===== src/rtl/core/mep_pkg.sv =====
// ----------------------------------------------------------------------------
// mep_pkg - shared types and constants for the Mandelbrot escape-time pixel
// Fixed-point formats, register indexes, saturation helpers and the palette.
// ----------------------------------------------------------------------------
`default_nettype none

package mep_pkg;

  // Word format: two's complement, Q8.24
  localparam int WORD_BITS = 32;
  localparam int FRAC_BITS = 24;

  // Register field widths
  localparam int STEP_BITS   = WORD_BITS - 1;
  localparam int ITER_BITS   = 8;
  localparam int COUNT_BITS  = ITER_BITS + 1;
  localparam int OFFS_BITS   = 4;
  localparam int PIX_BITS    = 8;
  localparam int CFG_IDX_BITS = 3;
  localparam int CFG_DATA_BITS = WORD_BITS;
  localparam int COLOR_BITS  = 8;

  // Stream payload widths
  localparam int S_DATA_BITS = 2 * PIX_BITS;
  localparam int M_DATA_RAW  = COUNT_BITS + 3 * COLOR_BITS;
  localparam int M_DATA_BITS = ((M_DATA_RAW + 7) / 8) * 8;

  // Iteration datapath: operands stay within +-2.0 once they get to a multiplier
  localparam int MAG_BITS  = FRAC_BITS + 3;
  localparam int PROD_BITS = 2 * MAG_BITS;
  localparam int TERM_BITS = FRAC_BITS + 5;
  localparam int SUM_BITS  = WORD_BITS + 2;

  // Coordinate forming: word plus pixel index times step
  localparam int OFF_BITS  = PIX_BITS + STEP_BITS;
  localparam int CSUM_BITS = OFF_BITS + 3;

  localparam logic signed [WORD_BITS-1:0] WORD_MAX = {1'b0, {(WORD_BITS-1){1'b1}}};
  localparam logic signed [WORD_BITS-1:0] WORD_MIN = {1'b1, {(WORD_BITS-1){1'b0}}};
  localparam logic signed [SUM_BITS-1:0]  SUM_MAX  = SUM_BITS'(WORD_MAX);
  localparam logic signed [SUM_BITS-1:0]  SUM_MIN  = SUM_BITS'(WORD_MIN);
  localparam logic signed [CSUM_BITS-1:0] CSUM_MAX = CSUM_BITS'(WORD_MAX);
  localparam logic signed [CSUM_BITS-1:0] CSUM_MIN = CSUM_BITS'(WORD_MIN);

  localparam logic signed [WORD_BITS-1:0] BOUND_POS =
    WORD_BITS'(longint'(1) << (FRAC_BITS + 1));
  localparam logic signed [WORD_BITS-1:0] BOUND_NEG = -BOUND_POS;
  localparam logic signed [TERM_BITS-1:0] FOUR_TERM =
    TERM_BITS'(longint'(1) << (FRAC_BITS + 2));

  // Register indexes on the configuration channel
  localparam logic [CFG_IDX_BITS-1:0] REG_LEFT_REAL    = 3'd0;
  localparam logic [CFG_IDX_BITS-1:0] REG_TOP_IMAG     = 3'd1;
  localparam logic [CFG_IDX_BITS-1:0] REG_STEP_REAL    = 3'd2;
  localparam logic [CFG_IDX_BITS-1:0] REG_STEP_IMAG    = 3'd3;
  localparam logic [CFG_IDX_BITS-1:0] REG_MAX_ITER     = 3'd4;
  localparam logic [CFG_IDX_BITS-1:0] REG_COLOR_OFFSET = 3'd5;

  // Register reset values
  localparam logic signed [WORD_BITS-1:0] LEFT_RESET   = -32'sd33554432;
  localparam logic signed [WORD_BITS-1:0] TOP_RESET    = 32'sd20971520;
  localparam logic [STEP_BITS-1:0]        STEP_RESET   = 31'd2621440;
  localparam logic [ITER_BITS-1:0]        ITER_RESET   = 8'd20;
  localparam logic [OFFS_BITS-1:0]        OFFSET_RESET = 4'd0;

  // Palette
  localparam int PAL_SIZE = 15;
  localparam logic [OFFS_BITS-1:0] PAL_LAST = OFFS_BITS'(PAL_SIZE - 1);
  localparam logic [OFFS_BITS-1:0] PAL_WRAP = OFFS_BITS'(PAL_SIZE);

  // Queue between front and engine
  localparam int Q_DEPTH    = 2;
  localparam int Q_PTR_BITS = $clog2(Q_DEPTH);
  localparam int Q_CNT_BITS = $clog2(Q_DEPTH + 1);

  typedef struct packed {
    logic signed [WORD_BITS-1:0] cx;
    logic signed [WORD_BITS-1:0] cy;
  } point_t;

  typedef struct packed {
    logic not_empty;
    logic not_full;
  } q_status_t;

  typedef struct packed {
    logic [COLOR_BITS-1:0] red;
    logic [COLOR_BITS-1:0] green;
    logic [COLOR_BITS-1:0] blue;
  } rgb_t;

  typedef enum logic {
    ST_IDLE,
    ST_RUN
  } eng_state_t;

  function automatic logic signed [WORD_BITS-1:0] sat_sum(
    input logic signed [SUM_BITS-1:0] v
  );
    logic signed [WORD_BITS-1:0] r;
    if (v > SUM_MAX) begin
      r = WORD_MAX;
    end else if (v < SUM_MIN) begin
      r = WORD_MIN;
    end else begin
      r = v[WORD_BITS-1:0];
    end
    return r;
  endfunction

  function automatic logic signed [WORD_BITS-1:0] sat_coord(
    input logic signed [CSUM_BITS-1:0] v
  );
    logic signed [WORD_BITS-1:0] r;
    if (v > CSUM_MAX) begin
      r = WORD_MAX;
    end else if (v < CSUM_MIN) begin
      r = WORD_MIN;
    end else begin
      r = v[WORD_BITS-1:0];
    end
    return r;
  endfunction

  function automatic rgb_t pal_color(input logic [OFFS_BITS-1:0] idx);
    rgb_t c;
    case (idx)
      4'd0:    c = '{8'd0,   8'd0,   8'd255};
      4'd1:    c = '{8'd0,   8'd139, 8'd0};
      4'd2:    c = '{8'd0,   8'd255, 8'd255};
      4'd3:    c = '{8'd255, 8'd0,   8'd0};
      4'd4:    c = '{8'd255, 8'd0,   8'd255};
      4'd5:    c = '{8'd165, 8'd42,  8'd42};
      4'd6:    c = '{8'd240, 8'd240, 8'd240};
      4'd7:    c = '{8'd190, 8'd190, 8'd190};
      4'd8:    c = '{8'd173, 8'd216, 8'd230};
      4'd9:    c = '{8'd0,   8'd255, 8'd0};
      4'd10:   c = '{8'd224, 8'd255, 8'd255};
      4'd11:   c = '{8'd255, 8'd192, 8'd203};
      4'd12:   c = '{8'd139, 8'd0,   8'd139};
      4'd13:   c = '{8'd255, 8'd255, 8'd0};
      4'd14:   c = '{8'd255, 8'd255, 8'd255};
      default: c = '0;
    endcase
    return c;
  endfunction

endpackage

`default_nettype wire


===== src/rtl/core/mep_fifo.sv =====
// ----------------------------------------------------------------------------
// mep_fifo - point queue
// Short register queue that lets intake and iteration stall independently.
// ----------------------------------------------------------------------------
`default_nettype none

module mep_fifo import mep_pkg::*; (
  input  wire logic   clk,
  input  wire logic   rst,
  input  wire logic   push,
  input  wire point_t push_data,
  input  wire logic   pop,
  output point_t      pop_data,
  output q_status_t   stat
);

  point_t                entries [Q_DEPTH];
  logic [Q_PTR_BITS-1:0] wr_ptr;
  logic [Q_PTR_BITS-1:0] rd_ptr;
  logic [Q_CNT_BITS-1:0] count;

  assign stat.not_empty = (count != '0);
  assign stat.not_full  = (count != Q_CNT_BITS'(Q_DEPTH));
  assign pop_data       = entries[rd_ptr];

  always_ff @(posedge clk) begin
    if (rst) begin
      wr_ptr <= '0;
      rd_ptr <= '0;
      count  <= '0;
    end else begin
      if (push) begin
        wr_ptr <= (wr_ptr == Q_PTR_BITS'(Q_DEPTH - 1)) ? '0 : wr_ptr + 1'b1;
      end
      if (pop) begin
        rd_ptr <= (rd_ptr == Q_PTR_BITS'(Q_DEPTH - 1)) ? '0 : rd_ptr + 1'b1;
      end
      if (push && !pop) begin
        count <= count + 1'b1;
      end else if (pop && !push) begin
        count <= count - 1'b1;
      end
    end
  end

  always_ff @(posedge clk) begin
    if (push) begin
      entries[wr_ptr] <= push_data;
    end
  end

endmodule

`default_nettype wire


===== config.mk =====
export PLATFORM = sky130hd
export DESIGN_NAME = mep_fifo
export DESIGN_NICKNAME = d
export VERILOG_FILES = /design/src/rtl/core/mep_pkg.sv /design/src/rtl/core/mep_fifo.sv
export SDC_FILE = /design/constraint.sdc
export NUM_CORES = 1
export LEC_CHECK = 0
export ABC_AREA = 0
export BUFFER_PORTS_ARGS = -buffer_cell sky130_fd_sc_hd__buf_2
export CAP_MARGIN = 25
export CELL_PAD_IN_SITES_DETAIL_PLACEMENT = 1
export CELL_PAD_IN_SITES_GLOBAL_PLACEMENT = 2
export CORE_AREA = 2 2 96 144
export DETAILED_ROUTE_END_ITERATION = 7
export DIE_AREA = 0 0 98 146
export GPL_ROUTABILITY_DRIVEN = 0
export PLACE_DENSITY_LB_ADDON = 0.1
export SLEW_MARGIN = 20
export SYNTH_ARGS = -nofsm -noshare
export SYNTH_HDL_FRONTEND = slang
export SYNTH_SLANG_ARGS = --single-unit

===== constraint.sdc =====
create_clock -name clk -period 4.25 [get_ports clk]
set_input_delay 0.425 -clock clk [delete_from_list [all_inputs] [get_ports clk]]
set_output_delay 0.425 -clock clk [all_outputs]
set_load 0.1 [all_outputs]

==> flow_summary.ini <==
[synthesis]
syn_avg_cell_area_um2 = 21.9
synth_nets = 290
yosysMostFrequentCell = edfxtp_1
synth.top_cells.by_area = edfxtp_1, mux2_1, dfxtp_1
synth_top_cell_by_area = edfxtp_1
synth_compound_gate_area_share = 0.00207
yosysSeqAreaShare = 0.814
synthAdderAreaFrac = 0.00258
synth_seq_cells = 133
synth_xor_area_frac = 0.00723
ys_async_sr_fraction = 0
syn_inst = 221
synth-simple-area-share = 0.00955
synth_warnings = 0
synth.top_cells.by_count = edfxtp_1, mux2_1, buf_6
synth_edf_count = 128
netlist_area_um2 = 4850
synthMuxAreaShare = 0.149
ys.flop_type = edfxtp_1
synth_cell_types = 17
yosysTopAreaCellShare = 0.793
synth_top_family_by_area = multiplexers

[sta]
post-route-period-util = 0.591
timing.final.ws_setup_ns = 1.74
setup_viol = 0
skew_ns = 0.00473
tns_ns = 0
finalHoldViolCount = 0
grt_setup_unrepaired = no
worst_slew_pin_slew_ns = 0.914
slew-limit-headroom = 0.391
fmax_mhz = 398
slew_violations = 0
fin_crit_ns = 2.51

[global_route]
grt_overflow = 0
grt_start_max_net_pins = 65
grt_pass1_wl_um = 14900
grt_antenna_before_repair = 2
grt_use_total = 0.141
grt_pass1_vias = 2818

[floorplanning]
coreArea_um2 = 13000
ios = 134
rows = 51
dieArea_um2 = 14300
die_w_um = 98
fp.dieH_um = 146
initial_utilization = 0.374

[routing]
drtPass1Iterations = 5
vias = 2498
avgRoutedWirePerCell_um = 17.7
drt-initial-drc-count = 66
drcViolationCount = 0
wl_um = 9530
routed_via_density = 4.64
drt.antenna.violating_nets = 0

[run]
maxCapViolCount = 0

[run_status]
outcome = complete, no violations

[cells_and_area]
drive_gt1_frac = 0.438
area_growth_pct = 29.8
n_antenna_cell = 0
fill_cells = 1249
nets = 436

[pwr]
ir_drop_mv = 0.296
power_density_nw_per_um2 = 619
cellLeakagePower_nw = 2.39

[clock_network]
holdBufCountCts = 0
post_cts_buffers = 0
clockRootBuffer = clkbuf_16
htreeDepth = 4
clock_sinks = 133
cts_buffer_depth = 2
clock_latency_ns = 0.41
cts_inserted_buffers = 17
cts_tree = built
ctsResizeCount = 0
path_clk_slew_ns = 0.06

[worst_hold_path]
min_path_type = in -> reg

[place]
portBuffers = 133
post-dp-hpwl_um = 5930
pre_cts_slack_ns = 2.01

[setup_path]
worstPathRequired_ns = 3.83
arrival_ns = 2.09
cp_max_fo = 64
worstSetupEndpointType = output port
path_class = reg -> out
start_kind = flop
## worst max-delay path: stages, from the launching register on
cell and delay [ns]:
dfxtp_4 0.95, mux2_1 0.40, buf_2 0.30
## layer usage
| layer | wire (um) | share of wire | up-vias | track usage |
|---|---|---|---|---|
| li1 | - | - | 1164 | - |
| met1 | 3410 | 0.36 | 1236 | 0.142 |
| met2 | 5370 | 0.56 | 81 | 0.248 |
| met3 | 574 | 0.060 | 13 | 0.0543 |
| met4 | 143 | 0.015 | 4 | 0.0729 |
| met5 | 27 | 0.0028 | - | 0 |
## report_power, final
group / internal [W] / total [W] / switching, W
logic: 0.000124 / 0.000753 / 0.000628
registers: 0.00153 / 0.00157 / 0.0000431
clock network: 0.00104 / 0.00157 / 0.000532
## layout by cell type (no fill, tap or decap)
master / synthesis / layout
nand2b_1: 1 / 1
nor2_1: 4 / 4
ha_1: 1 / 1
mux2_1: 64 / 64
xnor2_1: 2 / 2
inv_1: 1 / 1
o21ai_0: 1 / 1
buf_4: 1 / 1
clkinvlp_4: 0 / 1
clkinv_1: 0 / 1
nor2b_4: 0 / 1
buf_2: 0 / 133
xor2_1: 2 / 2
or2_1: 1 / 1
edfxtp_1: 128 / 128
bufinv_16: 0 / 5
or3_1: 1 / 1
clkinv_4: 0 / 3
clkbuf_16: 0 / 17
dfxtp_1: 5 / 4
dfxtp_4: 0 / 1
inv_6: 0 / 1
a21oi_1: 1 / 1
clkbuf_1: 0 / 1
and2_4: 0 / 1
clkinv_2: 0 / 2
## final timing paths
kind	start	endpoint	slack (ns)	cells after the start
worst max-delay path	flop	pop_data[60]	1.74	2
worst min-delay path	push_data[58]	entries[0][58]	0.20	1
worst max register to register	wr_ptr	entries[0][55]	2.32	2
worst min register to register	count[1]	count[1]	0.51	2
## kinds of logic after synthesis
logic type / after synthesis
muxes: 64
DFF: 133
buffers and inverters: 8
xor gates and xnor gates: 4
and+or+nand+nor: 9
adders and majority gates: 1
AOI/OAI and AO/OA: 2
## registers in the layout (all words and copies together), names as in the netlist, named ones only
name	flops
rd_ptr	1
entries	128
count	2
wr_ptr	1
## cell type report
cell class              count  area [um2]  area share
repair buffers            134         673       0.107
clock buffers              18         429      0.0682
flip-flops and latches    133        3950       0.627
multi-input cells          80         835       0.133
well taps                 159         199      0.0316
inverters                   1        3.75    0.000596
clock inverters            13         206      0.0328
## metrics by stage
step / hold slack (ns) / area, um2 / cells / power (W) / util
floorplan: 0.461 / 4850 / 221 / 0.00223 / -
detailed placement: 0.507 / 5660 / 507 / 0.00236 / 0.437
CTS: 0.179 / 6290 / 538 / 0.00394 / 0.486
global route: 0.181 / 6290 / 538 / 0.00402 / 0.486
global placement: 0.486 / 5660 / 507 / 0.00236 / 0.437
finish: 0.203 / 6290 / 538 / 0.00389 / 0.486
Power figures use the tool's default switching activity.
