$ cat src/rtl/core/mep_pkg.sv
// ----------------------------------------------------------------------------
// mep_pkg - shared types and constants for the Mandelbrot escape-time pixel
// Fixed-point formats, register indexes, saturation helpers and the palette.
// ----------------------------------------------------------------------------
`default_nettype none

package mep_pkg;

  // Word format: two's complement, Q8.24
  localparam int WORD_BITS = 32;
  localparam int FRAC_BITS = 24;

  // Register field widths
  localparam int STEP_BITS   = WORD_BITS - 1;
  localparam int ITER_BITS   = 8;
  localparam int COUNT_BITS  = ITER_BITS + 1;
  localparam int OFFS_BITS   = 4;
  localparam int PIX_BITS    = 8;
  localparam int CFG_IDX_BITS = 3;
  localparam int CFG_DATA_BITS = WORD_BITS;
  localparam int COLOR_BITS  = 8;

  // Stream payload widths
  localparam int S_DATA_BITS = 2 * PIX_BITS;
  localparam int M_DATA_RAW  = COUNT_BITS + 3 * COLOR_BITS;
  localparam int M_DATA_BITS = ((M_DATA_RAW + 7) / 8) * 8;

  // Iteration datapath: operands stay within +-2.0 once they get to a multiplier
  localparam int MAG_BITS  = FRAC_BITS + 3;
  localparam int PROD_BITS = 2 * MAG_BITS;
  localparam int TERM_BITS = FRAC_BITS + 5;
  localparam int SUM_BITS  = WORD_BITS + 2;

  // Coordinate forming: word plus pixel index times step
  localparam int OFF_BITS  = PIX_BITS + STEP_BITS;
  localparam int CSUM_BITS = OFF_BITS + 3;

  localparam logic signed [WORD_BITS-1:0] WORD_MAX = {1'b0, {(WORD_BITS-1){1'b1}}};
  localparam logic signed [WORD_BITS-1:0] WORD_MIN = {1'b1, {(WORD_BITS-1){1'b0}}};
  localparam logic signed [SUM_BITS-1:0]  SUM_MAX  = SUM_BITS'(WORD_MAX);
  localparam logic signed [SUM_BITS-1:0]  SUM_MIN  = SUM_BITS'(WORD_MIN);
  localparam logic signed [CSUM_BITS-1:0] CSUM_MAX = CSUM_BITS'(WORD_MAX);
  localparam logic signed [CSUM_BITS-1:0] CSUM_MIN = CSUM_BITS'(WORD_MIN);

  localparam logic signed [WORD_BITS-1:0] BOUND_POS =
    WORD_BITS'(longint'(1) << (FRAC_BITS + 1));
  localparam logic signed [WORD_BITS-1:0] BOUND_NEG = -BOUND_POS;
  localparam logic signed [TERM_BITS-1:0] FOUR_TERM =
    TERM_BITS'(longint'(1) << (FRAC_BITS + 2));

  // Register indexes on the configuration channel
  localparam logic [CFG_IDX_BITS-1:0] REG_LEFT_REAL    = 3'd0;
  localparam logic [CFG_IDX_BITS-1:0] REG_TOP_IMAG     = 3'd1;
  localparam logic [CFG_IDX_BITS-1:0] REG_STEP_REAL    = 3'd2;
  localparam logic [CFG_IDX_BITS-1:0] REG_STEP_IMAG    = 3'd3;
  localparam logic [CFG_IDX_BITS-1:0] REG_MAX_ITER     = 3'd4;
  localparam logic [CFG_IDX_BITS-1:0] REG_COLOR_OFFSET = 3'd5;

  // Register reset values
  localparam logic signed [WORD_BITS-1:0] LEFT_RESET   = -32'sd33554432;
  localparam logic signed [WORD_BITS-1:0] TOP_RESET    = 32'sd20971520;
  localparam logic [STEP_BITS-1:0]        STEP_RESET   = 31'd2621440;
  localparam logic [ITER_BITS-1:0]        ITER_RESET   = 8'd20;
  localparam logic [OFFS_BITS-1:0]        OFFSET_RESET = 4'd0;

  // Palette
  localparam int PAL_SIZE = 15;
  localparam logic [OFFS_BITS-1:0] PAL_LAST = OFFS_BITS'(PAL_SIZE - 1);
  localparam logic [OFFS_BITS-1:0] PAL_WRAP = OFFS_BITS'(PAL_SIZE);

  // Queue between front and engine
  localparam int Q_DEPTH    = 2;
  localparam int Q_PTR_BITS = $clog2(Q_DEPTH);
  localparam int Q_CNT_BITS = $clog2(Q_DEPTH + 1);

  typedef struct packed {
    logic signed [WORD_BITS-1:0] cx;
    logic signed [WORD_BITS-1:0] cy;
  } point_t;

  typedef struct packed {
    logic not_empty;
    logic not_full;
  } q_status_t;

  typedef struct packed {
    logic [COLOR_BITS-1:0] red;
    logic [COLOR_BITS-1:0] green;
    logic [COLOR_BITS-1:0] blue;
  } rgb_t;

  typedef enum logic {
    ST_IDLE,
    ST_RUN
  } eng_state_t;

  function automatic logic signed [WORD_BITS-1:0] sat_sum(
    input logic signed [SUM_BITS-1:0] v
  );
    logic signed [WORD_BITS-1:0] r;
    if (v > SUM_MAX) begin
      r = WORD_MAX;
    end else if (v < SUM_MIN) begin
      r = WORD_MIN;
    end else begin
      r = v[WORD_BITS-1:0];
    end
    return r;
  endfunction

  function automatic logic signed [WORD_BITS-1:0] sat_coord(
    input logic signed [CSUM_BITS-1:0] v
  );
    logic signed [WORD_BITS-1:0] r;
    if (v > CSUM_MAX) begin
      r = WORD_MAX;
    end else if (v < CSUM_MIN) begin
      r = WORD_MIN;
    end else begin
      r = v[WORD_BITS-1:0];
    end
    return r;
  endfunction

  function automatic rgb_t pal_color(input logic [OFFS_BITS-1:0] idx);
    rgb_t c;
    case (idx)
      4'd0:    c = '{8'd0,   8'd0,   8'd255};
      4'd1:    c = '{8'd0,   8'd139, 8'd0};
      4'd2:    c = '{8'd0,   8'd255, 8'd255};
      4'd3:    c = '{8'd255, 8'd0,   8'd0};
      4'd4:    c = '{8'd255, 8'd0,   8'd255};
      4'd5:    c = '{8'd165, 8'd42,  8'd42};
      4'd6:    c = '{8'd240, 8'd240, 8'd240};
      4'd7:    c = '{8'd190, 8'd190, 8'd190};
      4'd8:    c = '{8'd173, 8'd216, 8'd230};
      4'd9:    c = '{8'd0,   8'd255, 8'd0};
      4'd10:   c = '{8'd224, 8'd255, 8'd255};
      4'd11:   c = '{8'd255, 8'd192, 8'd203};
      4'd12:   c = '{8'd139, 8'd0,   8'd139};
      4'd13:   c = '{8'd255, 8'd255, 8'd0};
      4'd14:   c = '{8'd255, 8'd255, 8'd255};
      default: c = '0;
    endcase
    return c;
  endfunction

endpackage

`default_nettype wire

$ cat src/rtl/core/mep_front.sv
// ----------------------------------------------------------------------------
// mep_front - pixel intake
// Accepts a pixel, maps column and row to the point c and holds it until the
// queue takes it.
// ----------------------------------------------------------------------------
`default_nettype none

module mep_front import mep_pkg::*; (
  input  wire logic                        clk,
  input  wire logic                        rst,
  input  wire logic                        s_tvalid,
  output logic                             s_tready,
  input  wire logic [S_DATA_BITS-1:0]      s_tdata,   // [7:0] pixel_col, [15:8] pixel_row
  input  wire logic signed [WORD_BITS-1:0] left_real,
  input  wire logic signed [WORD_BITS-1:0] top_imag,
  input  wire logic [STEP_BITS-1:0]        step_real,
  input  wire logic [STEP_BITS-1:0]        step_imag,
  input  wire q_status_t                   q_stat,
  output logic                             push,
  output point_t                           push_data
);

  logic                         full;
  point_t                       point;
  logic [PIX_BITS-1:0]          col;
  logic [PIX_BITS-1:0]          row;
  logic [OFF_BITS-1:0]          re_off;
  logic [OFF_BITS-1:0]          im_off;
  logic signed [CSUM_BITS-1:0]  re_sum;
  logic signed [CSUM_BITS-1:0]  im_sum;

  assign col    = s_tdata[PIX_BITS-1:0];
  assign row    = s_tdata[2*PIX_BITS-1:PIX_BITS];
  assign re_off = col * step_real;
  assign im_off = row * step_imag;
  assign re_sum = CSUM_BITS'(left_real) + $signed(CSUM_BITS'(re_off));
  assign im_sum = CSUM_BITS'(top_imag) - $signed(CSUM_BITS'(im_off));

  assign push      = full && q_stat.not_full;
  assign push_data = point;
  assign s_tready  = !full || q_stat.not_full;

  always_ff @(posedge clk) begin
    if (rst) begin
      full <= 1'b0;
    end else if (s_tvalid && s_tready) begin
      full <= 1'b1;
    end else if (push) begin
      full <= 1'b0;
    end
  end

  always_ff @(posedge clk) begin
    if (s_tvalid && s_tready) begin
      point.cx <= sat_coord(re_sum);
      point.cy <= sat_coord(im_sum);
    end
  end

endmodule

`default_nettype wire

$ cat config.mk
export PLATFORM = sky130hd
export DESIGN_NAME = mep_front
export DESIGN_NICKNAME = d
export VERILOG_FILES = /design/src/rtl/core/mep_pkg.sv /design/src/rtl/core/mep_front.sv
export SDC_FILE = /design/constraint.sdc
export NUM_CORES = 1
export LEC_CHECK = 0
export BUFFER_PORTS_ARGS = -buffer_cell sky130_fd_sc_hd__buf_4
export CAP_MARGIN = 20
export CELL_PAD_IN_SITES_DETAIL_PLACEMENT = 1
export CELL_PAD_IN_SITES_GLOBAL_PLACEMENT = 1
export CORE_MARGIN = 2
export CORE_UTILIZATION = 48
export DETAILED_ROUTE_END_ITERATION = 16
export GPL_TIMING_DRIVEN = 0
export PLACE_DENSITY_LB_ADDON = 0.1
export REMOVE_ABC_BUFFERS = 1
export SYNTH_ARGS = -nofsm -noshare
export SYNTH_HDL_FRONTEND = slang
export SYNTH_SLANG_ARGS = --single-unit
$ cat constraint.sdc
create_clock -name clk -period 12.1 [get_ports clk]
set_input_delay 1.21 -clock clk [delete_from_list [all_inputs] [get_ports clk]]
set_output_delay 1.21 -clock clk [all_outputs]
set_load 0.05 [all_outputs]
==> run metrics, run 1 <==
Skew-Pair Late Insertion Delay=~0.37 ns; Hold Buf Count CTS=0; PostCTS Resize Cnt=0; CP max stage cell=o41ai_4; via count=18,100; Yosys reg bits=65; GRT Util Overall=0.273; RePlAce Congestion=about 0.9; Pins Over Slew Limit=0; Fillers=5,404; clock skew=0.00966 ns; core footprint=roughly 0.045 sq mm; reg2reg path depth=2; initial core utilization=0.488; first-pass iteration count of the detailed router=4; clk buf depth=2; final worst slack=approximately 1.9 ns; RSZ-0062 raised after global routing=no; Hold WC Path Type=flip-flop to flip-flop; clock root cell=clkbuf_16; count of final setup violators=0; Post-synth EDFFs=64; Die ar.=0.0479 sq mm; Remaining DRCs=0; Fin Setup TNS=0 ns; slew margin rel.=0.436; share of the yosys chip area belonging to registers=0.0875; r2r startpoint=full; I/O pin count=213; commonest non-fill, non-tap cell in the layout=and2_1; ys async rst share=0; CTS Sinks=65; Peak Freq=98.3 MHz; synthesized instance count=around 2,500; initial antenna violation count=6; violation count after the first detailed-route iteration=slightly below 600; routed wire length=between 60 and 70 mm; Hold Slack=0.536 ns; Worst Setup SP=s_tdata[13]; reg2reg setup slack=10.54 ns; # Max-Cap Violations=0; CTS clock-pin slew for the worst setup and hold paths=0.07 ns; CP Launch Type=input pin; Post-CTS Setup Bufs=0; Tcrit/Tclk final=0.841; most frequent cells in the layout=and2_1, inv_1, fa_1, buf_4, ha_1; crit path kind=input pin to flip-flop; Overflow after GRT=0; largest net degree at the start of global routing=65; status=finished clean; row count=78; Die Height=219 um; H-tree depth=3; Slew @ Worst Pin=0.846 ns; area of the mapped netlist=0.0222 sq mm; Fin. Hold Viols=0; Mapped Avg Cell Area=just under 9 sq um; fin util=0.539; Reg2Reg Capture Point=push_data[56]; capture point of the critical path=push_data[21]; post-route minimum period=10.17 ns; CTS tree=yes; area grow syn2layout=10.5%; layout cells sized above 1=0.100; HPWL after detailed placement=52.9 mm; synth warn=0; CP max FO=31; Avg WL per Cell=19.4 um; Synth Flop Type=edfxtp_1; final antenna-violating net count=0; PortBufs=between 200 and 250; Die W=219 um; Unique masters post-synth=82; CP required=12.20 ns; first-pass GRT wire length=104 mm; Worst path max stage delay=about 0.73 ns; CP Capture Type=flip-flop; most used cell, CP=a21o_1; layout net count=3,341; multi-input logic area=0.0185 sq mm; vias in the first global route=20,500; clock buffer count from CTS=9; pre-CTS setup slack=between 1.5 and 2 ns; storage element area=0.00194 sq mm; Worst EP arrival=10.27 ns; Via density=5.57
-- per-layer routing --
metal | global-route usage | vias to the layer above | part of all wire
met3 | 0.0352 | 124 | 0.036
met1 | 0.318 | 9213 | 0.40
li1 | - | 8445 | -
met4 | 0.121 | 4 | 0.042
met2 | 0.499 | 306 | 0.52
met5 | 0 | - | 0.00040
-- cell families after synthesis --
| group | count (synthesis) | share of synthesized area |
|---|---|---|
| simple gates | 781 | 0.192 |
| xor+xnor | 133 | 0.0525 |
| compound gates | 516 | 0.156 |
| buf+inv | 448 | 0.0788 |
| mux | 2 | 0.000959 |
| flops | 65 | 0.0875 |
| fa+ha+maj | 556 | 0.432 |
-- worst max-delay path, delay by kind of cell --
kind	cells	cell delay [ns]
adder cells (fa/ha/maj)	6	2.89
buffers and inverters	4	0.68
XOR/XNOR	2	0.70
AND/OR/NAND/NOR	2	0.40
AO/OA/AOI/OAI	18	4.37
-- synthesized netlist by cell type, types with 3 or more instances --
master / count / area [sq um]
nor2b_1: 11 / 68.8
or3_1: 4 / 25.0
nand2_1: 186 / 698
nand4_1: 19 / 119
a211o_1: 3 / 26.3
nand3_1: 23 / 115
a21o_1: 117 / 878
o2111ai_1: 6 / 52.6
inv_1: 359 / 1350
buf_2: 12 / 60.1
o21ai_0: 66 / 330
o21a_1: 26 / 195
or2_2: 6 / 37.5
a21oi_1: 144 / 721
o21bai_1: 18 / 135
a31oi_1: 9 / 56.3
xnor2_1: 73 / 639
and3_1: 13 / 81.3
clkbuf_1: 67 / 251
a211oi_1: 14 / 105
o211ai_1: 7 / 52.6
a31o_2: 3 / 26.3
buf_6: 6 / 67.6
o31a_1: 5 / 43.8
a221o_1: 7 / 70.1
and4_1: 7 / 61.3
edfxtp_1: 64 / 1920
ha_1: 206 / 2580
a22oi_1: 3 / 22.5
nor3_1: 17 / 85.1
xor2_1: 60 / 526
o21ai_1: 30 / 150
o21ai_2: 4 / 35.0
o31ai_1: 7 / 52.6
a21boi_0: 6 / 45.0
a221oi_1: 4 / 35.0
nand3b_1: 4 / 30.0
and2_1: 389 / 2430
nand2b_1: 24 / 150
nor2_1: 67 / 251
fa_1: 350 / 7010
-- worst min path at each step --
stage                     startpoint  endpoint  slack (ns)  cells after the start
final                           full      full        0.54                      2
after global routing            full      full        0.57                      2
after CTS                       full      full        0.54                      2
after detailed placement        full      full        0.53                      2
after global placement          full      full        0.49                      2
after floorplan                 full      full        0.85                      2
-- final cells by class --
| type | instances | area share |
|---|---|---|
| clock buffer | 9 | 0.00919 |
| timing repair buffer | 215 | 0.0668 |
| inverter | 359 | 0.0550 |
| sequential | 65 | 0.0793 |
| antenna | 4 | 0.000409 |
| tap | 600 | 0.0306 |
| multi-input combinational | 1988 | 0.755 |
| clock inverter | 7 | 0.00347 |
-- per-stage QoR --
stage	instances	cell area (sq um)
final	3247	24500
after global routing	3245	24500
after CTS	3243	24500
after detailed placement	3227	24200
after global placement	3223	24100
after floorplan	2412	21800
-- flip-flops by register name, summed over array words and instances (netlist names) --
register	flops
push_data	64
full	1
Power of run 1 is not shown: default switching activity piles up to over one toggle a cycle in this logic, so the estimate is an artifact.
==> run 2, diff against run 1 <==
- ABC_AREA: unset -> 1
- CORE_UTILIZATION: 48 -> 46
- clock period: 12.1 -> 10.7 ns (I/O delays scaled with it)
==> run 2 against run 1 <==
  * First-iteration DRC count is 77% higher
  * Flip-flop and latch count unchanged
  * Clock-buffer cell count stayed put
  * Worst setup slack improved by 0.36 ns
  * Final area is 11% higher
  * Non-clock buffer count down 2
  * Hold slack improved by 0.0082 ns
  * Critical path type unchanged
  * Critical endpoint is now push_data[10]
  * Highest routed layer is now met4
==> run metrics, run 2 <==
status=finished clean; area of the mapped netlist=0.0252 sq mm (+14%); row count=85 (+9.0%); violation count after the first detailed-route iteration=1,037 (+77%); most used cell, CP=nand2_1; RSZ-0062 raised after global routing=no; first-pass iteration count of the detailed router=5 (+1); Avg WL per Cell=16.3 um (-16%); I/O pin count=213 (unchanged); reg2reg path depth=2 (unchanged); Tcrit/Tclk final=0.786; CP required=10.76 ns (-1.44 ns); initial core utilization=0.467 (-0.0208); Skew-Pair Late Insertion Delay=0.33 ns (-0.04 ns); Mapped Avg Cell Area=6.67 sq um (-25%); HPWL after detailed placement=65.0 mm (+23%); Hold Path Stages=2 (unchanged); Fin. Hold Viols=0 (unchanged); most frequent cells in the layout=nand2_1, inv_1, fa_1, buf_4, ha_1; synthesized instance count=3,774 (+51%); CTS Sinks=65 (unchanged); Overflow after GRT=0 (unchanged); Area contributors post-synth=fa_1, nand2_1, inv_1; share of the yosys chip area belonging to registers=0.0771 (-0.0104); Worst path max stage delay=0.54 ns (-0.19 ns); layout net count=4,579 (+37%); Post-CTS Setup Bufs=0 (unchanged); Fin Setup TNS=0 ns (unchanged); # Max-Cap Violations=0 (unchanged); CP top delay family=adder cells; CP max FO=31 (unchanged); Yosys reg bits=65 (unchanged); WP buf/inv=5 (+1); layout cells sized above 1=0.0740 (-0.0263); post-synth top area share=0.278 (-0.0376); slew margin rel.=0.626 (+0.190); first-pass GRT wire length=123 mm (+18%); Remaining DRCs=0 (unchanged); Unique masters post-synth=45 (-45%); ys async rst share=0 (unchanged); core footprint=0.0539 sq mm (+19%); max FFs per register=64 (unchanged); commonest non-fill, non-tap cell in the layout=nand2_1; post-route minimum period=8.41 ns; Die Height=238 um (+8.7%); Slew @ Worst Pin=0.556 ns (-0.290 ns); clock skew=0.00169 ns (-0.00798 ns); clk buf depth=2 (unchanged); initial antenna violation count=0 (-6); Synth area leader=fa_1; Die ar.=0.0566 sq mm (+18%); RePlAce Congestion=0.899 (+2.3%); Synth Flop Type=edfxtp_1; largest net degree at the start of global routing=34 (-48%); CP Launch Type=input pin; CP Capture Type=flip-flop; PortBufs=211 (unchanged); Pins Over Slew Limit=0 (unchanged); WP depth=31 (-3.1%); via count=22,700 (+26%); crit path kind=input pin to flip-flop; Via density=4.97 (-11%); Hold Buf Count CTS=0 (unchanged); H-tree depth=3 (unchanged); clock root cell=clkbuf_16; PostCTS Resize Cnt=0 (unchanged); count of final setup violators=0 (unchanged); diode count=0 (-4); commonest cells in the netlist=nand2_1, inv_1, fa_1; synth warn=0 (unchanged); Die W=238 um (+8.7%); Post-synth EDFFs=64 (unchanged); Peak Freq=119 MHz; final antenna-violating net count=0 (unchanged); Worst EP arrival=8.47 ns (-1.80 ns); area grow syn2layout=8.47%; CTS clock-pin slew for the worst setup and hold paths=0.05 ns (-0.02 ns); CP max stage cell=fa_1; clock buffer count from CTS=9 (unchanged); CTS tree=yes; top-count cell post-synth=nand2_1; Hold WC Path Type=flip-flop to flip-flop; routed wire length=74.4 mm (+18%); GRT Util Overall=0.268 (-0.00464); vias in the first global route=23,900 (+16%)
==> run 2: cell count changes in the layout (fill, tap and decap cells not counted), moves of 16 or more <==
cell / change
nand2_2: +27
inv_1: +655
o21a_1: -19
nand2_1: +1023
nand3_1: +54
nor2_1: +102
and2_1: -384
a21o_1: -98
a31oi_1: +17
nor2_2: +16
o21ai_1: -23
nand2b_1: -24
==> run 2: tightest hold or removal path: stages (launching register included) <==
cell and delay [ns]:
dfxtp_1 0.34, nand2_1 0.10, a21oi_1 0.06
==> run 2: routing by layer <==
metal,track usage,wire length (um),vias up
met5,0,0,-
met4,0.0351,587,0
met3,0.00972,2110,28
met2,0.436,32800,345
met1,0.407,38900,11100
li1,-,-,11200
==> run 2: worst paths after layout <==
check | startpoint | to | slack (ns)
worst max-delay path | s_tdata[15] | push_data[10] | 2.29
worst min-delay path | full | full | 0.54
worst max register to register | full | push_data[24] | 9.59
worst min register to register | full | full | 0.54
==> run 2: layout make-up <==
class / instances / area (sq um)
timing repair buffer: 213 / 1620
multi-input combinational: 2570 / 18800
tap: 696 / 871
clock inverter: 5 / 25.0
sequential: 65 / 1940
inverter: 1017 / 3820
clock buffer: 9 / 225
fill: 7336 / 26600
==> run 2: stage by stage <==
stage / setup slack, ns / util / hold WS (ns) / cells / cell area (sq um)
floorplan: 3.73 / - / 0.814 / 3652 / 24600
global placement: 2.13 / 0.501 / 0.494 / 4559 / 27000
detailed placement: 2.09 / 0.502 / 0.539 / 4561 / 27100
CTS: 2.43 / 0.506 / 0.547 / 4575 / 27300
global route: 1.77 / 0.506 / 0.583 / 4575 / 27300
finish: 2.29 / 0.506 / 0.544 / 4575 / 27300
==> run 2: kinds of logic after synthesis <==
kind of cell    after synthesis  share of synthesized area
fa+ha+maj                   556                      0.381
buf+inv                    1139                      0.176
simple gates               1571                      0.251
compound gates              316                     0.0700
xor+xnor                    127                     0.0449
flops                        65                     0.0771
Power of run 2 is left out for the same reason.
==> run 3, diff against run 2 <==
- CORE_UTILIZATION: 46 -> 41
- clock period: 10.7 -> 7.1 ns (I/O delays scaled with it)
==> run 3 against run 2 <==
  * Worst setup slack got worse by 2.0 ns
  * Non-clock buffer count grew 20
  * Sequential share of layout area fell by 0.39 points
  * Final area rose by 5.8%
  * Hold slack worse by 0.012 ns
  * Global-route usage fell by 2.2 points
  * Register-to-register slack lost 3.8 ns
  * Highest routed layer unchanged
  * Die area rose by 12%
  * Cell count is 2.5% higher
  * Clock-buffer cell count up 1
==> run metrics, run 3 (synthesized netlist as in run 2, its figures left out) <==
CTS tree=yes; vias in the first global route=24,100 (+0.64%); clock buffer count from CTS=9 (unchanged); Peak Freq=147 MHz; row count=90 (+5.9%); Slew @ Worst Pin=0.493 ns (-0.0624 ns); most frequent cells in the layout=nand2_1, inv_1, fa_1, buf_4, ha_1; CP Capture Type=flip-flop; H-tree depth=3 (unchanged); CP max FO=31 (unchanged); core footprint=0.0606 sq mm (+12%); CTS clock-pin slew for the worst setup and hold paths=0.05 ns (about the same); met2 routed WL=33.9 mm (+3.4%); clock root cell=clkbuf_16; area grow syn2layout=14.8%; final antenna-violating net count=0 (unchanged); PortBufs=211 (unchanged); Remaining DRCs=0 (unchanged); initial core utilization=0.416 (-0.0513); GRT Util Overall=0.246 (-0.0220); max FFs per register=64 (unchanged); crit path kind=input pin to flip-flop; pre-CTS setup slack=-1.32 ns (-3.41 ns); met1 wire length=40.7 mm (+4.6%); post-route minimum period=about 6.8 ns; clk buf depth=2 (unchanged); RePlAce Congestion=0.880 (-2.0%); CP top delay family=adder cells; slew margin rel.=0.668 (+0.0414); # Max-Cap Violations=0 (unchanged); I/O pin count=213 (unchanged); clock skew=0.00498 ns (+0.00330 ns); most used cell, CP=nand2_1; Worst EP arrival=6.90 ns (-1.57 ns); via count=22,800 (+0.18%); status=finished clean; Worst path max stage delay=0.54 ns (about the same); Die ar.=0.0634 sq mm (+12%); Top Layer Used=met4; HPWL after detailed placement=65.3 mm (+0.54%); largest net degree at the start of global routing=34 (unchanged); Die Height=252 um (+5.8%); final worst slack=0.286 ns (-2.00 ns); RSZ-0062 raised after global routing=yes; layout net count=4,606 (+0.59%); count of final setup violators=0 (unchanged); Die W=252 um (+5.8%); Pins Over Slew Limit=0 (unchanged); Hold Slack=0.533 ns (-0.0119 ns); Avg WL per Cell=16.5 um (+1.6%); routed wire length=77.5 mm (+4.1%); Hold WC Path Type=input pin to flip-flop; met3 WL=2.05 mm (-3.0%); first-pass iteration count of the detailed router=5 (unchanged); CP Launch Type=input pin; CP max stage cell=fa_1; Tcrit/Tclk final=0.960; Via density=4.86 (-2.3%); Overflow after GRT=0 (unchanged); fin util=0.477 (-0.0294); initial antenna violation count=0 (unchanged); WP buf/inv=6 (+1); commonest non-fill, non-tap cell in the layout=nand2_1; violation count after the first detailed-route iteration=959 (-7.5%); Fin. Hold Viols=0 (unchanged); layout cells sized above 1=0.128 (+0.0540); Skew-Pair Late Insertion Delay=0.33 ns (about the same); CTS Sinks=65 (unchanged); first-pass GRT wire length=126 mm (+2.7%); CP required=7.18 ns (-3.58 ns); diode count=0 (unchanged)
==> run 3: cell types whose count changed in the layout (fill, tap and decap cells not counted), moves of 20 or more <==
cell     before  now
ha_2          0   30
nor2_2       16   43
a21oi_1     154  115
ha_1        206  158
o21ai_0      73   53
nor2_1      169  138
a21oi_2       0   34
==> run 3: area by class of cell <==
class / instances / area [sq um]
multi-input combinational: 2577 / 20000
inverter: 1017 / 3820
timing repair buffer: 233 / 1930
sequential: 65 / 1940
fill: 7984 / 31700
clock buffer: 10 / 229
clock inverter: 5 / 23.8
tap: 782 / 978
==> run 3: worst paths after layout <==
path,endpoint,cells after the start,from,slack [ns]
max,push_data[19],30,s_tdata[15],0.29
min,full,2,rst,0.53
max reg2reg,push_data[25],3,full,5.80
min reg2reg,full,2,full,0.54
==> run 3: repair_timing <==
item | CTS | global route
buffers inserted | 3 | 17
pin swaps | 8 | 36
hold buffers | 0 | 0
resized for setup | 71 | 229
cloned | 6 | 1
endpoints found under the setup margin | 63 | 62
==> run 3: per-layer routing <==
metal / vias to the layer above / track usage
met3: 33 / 0.00753
met5: - / 0
met4: 0 / 0.0338
met2: 347 / 0.394
met1: 11100 / 0.378
li1: 11300 / -
==> run 3: worst reg2reg max path, stage by stage (launching register included) <==
cell,delay (ns)
dfxtp_1,0.34
a21oi_4,0.18
buf_12,0.22
buf_12,0.23
==> run 3: metrics by stage <==
step | cells | cell area (sq um) | TNS, ns
floorplan | 3652 | 24600 | 0
global placement | 4645 | 27100 | -59.50
detailed placement | 4647 | 27200 | -63.79
CTS | 4671 | 27800 | 0
global route | 4689 | 28900 | -1.22
finish | 4689 | 28900 | 0
Power of run 3 is left out for the same reason.
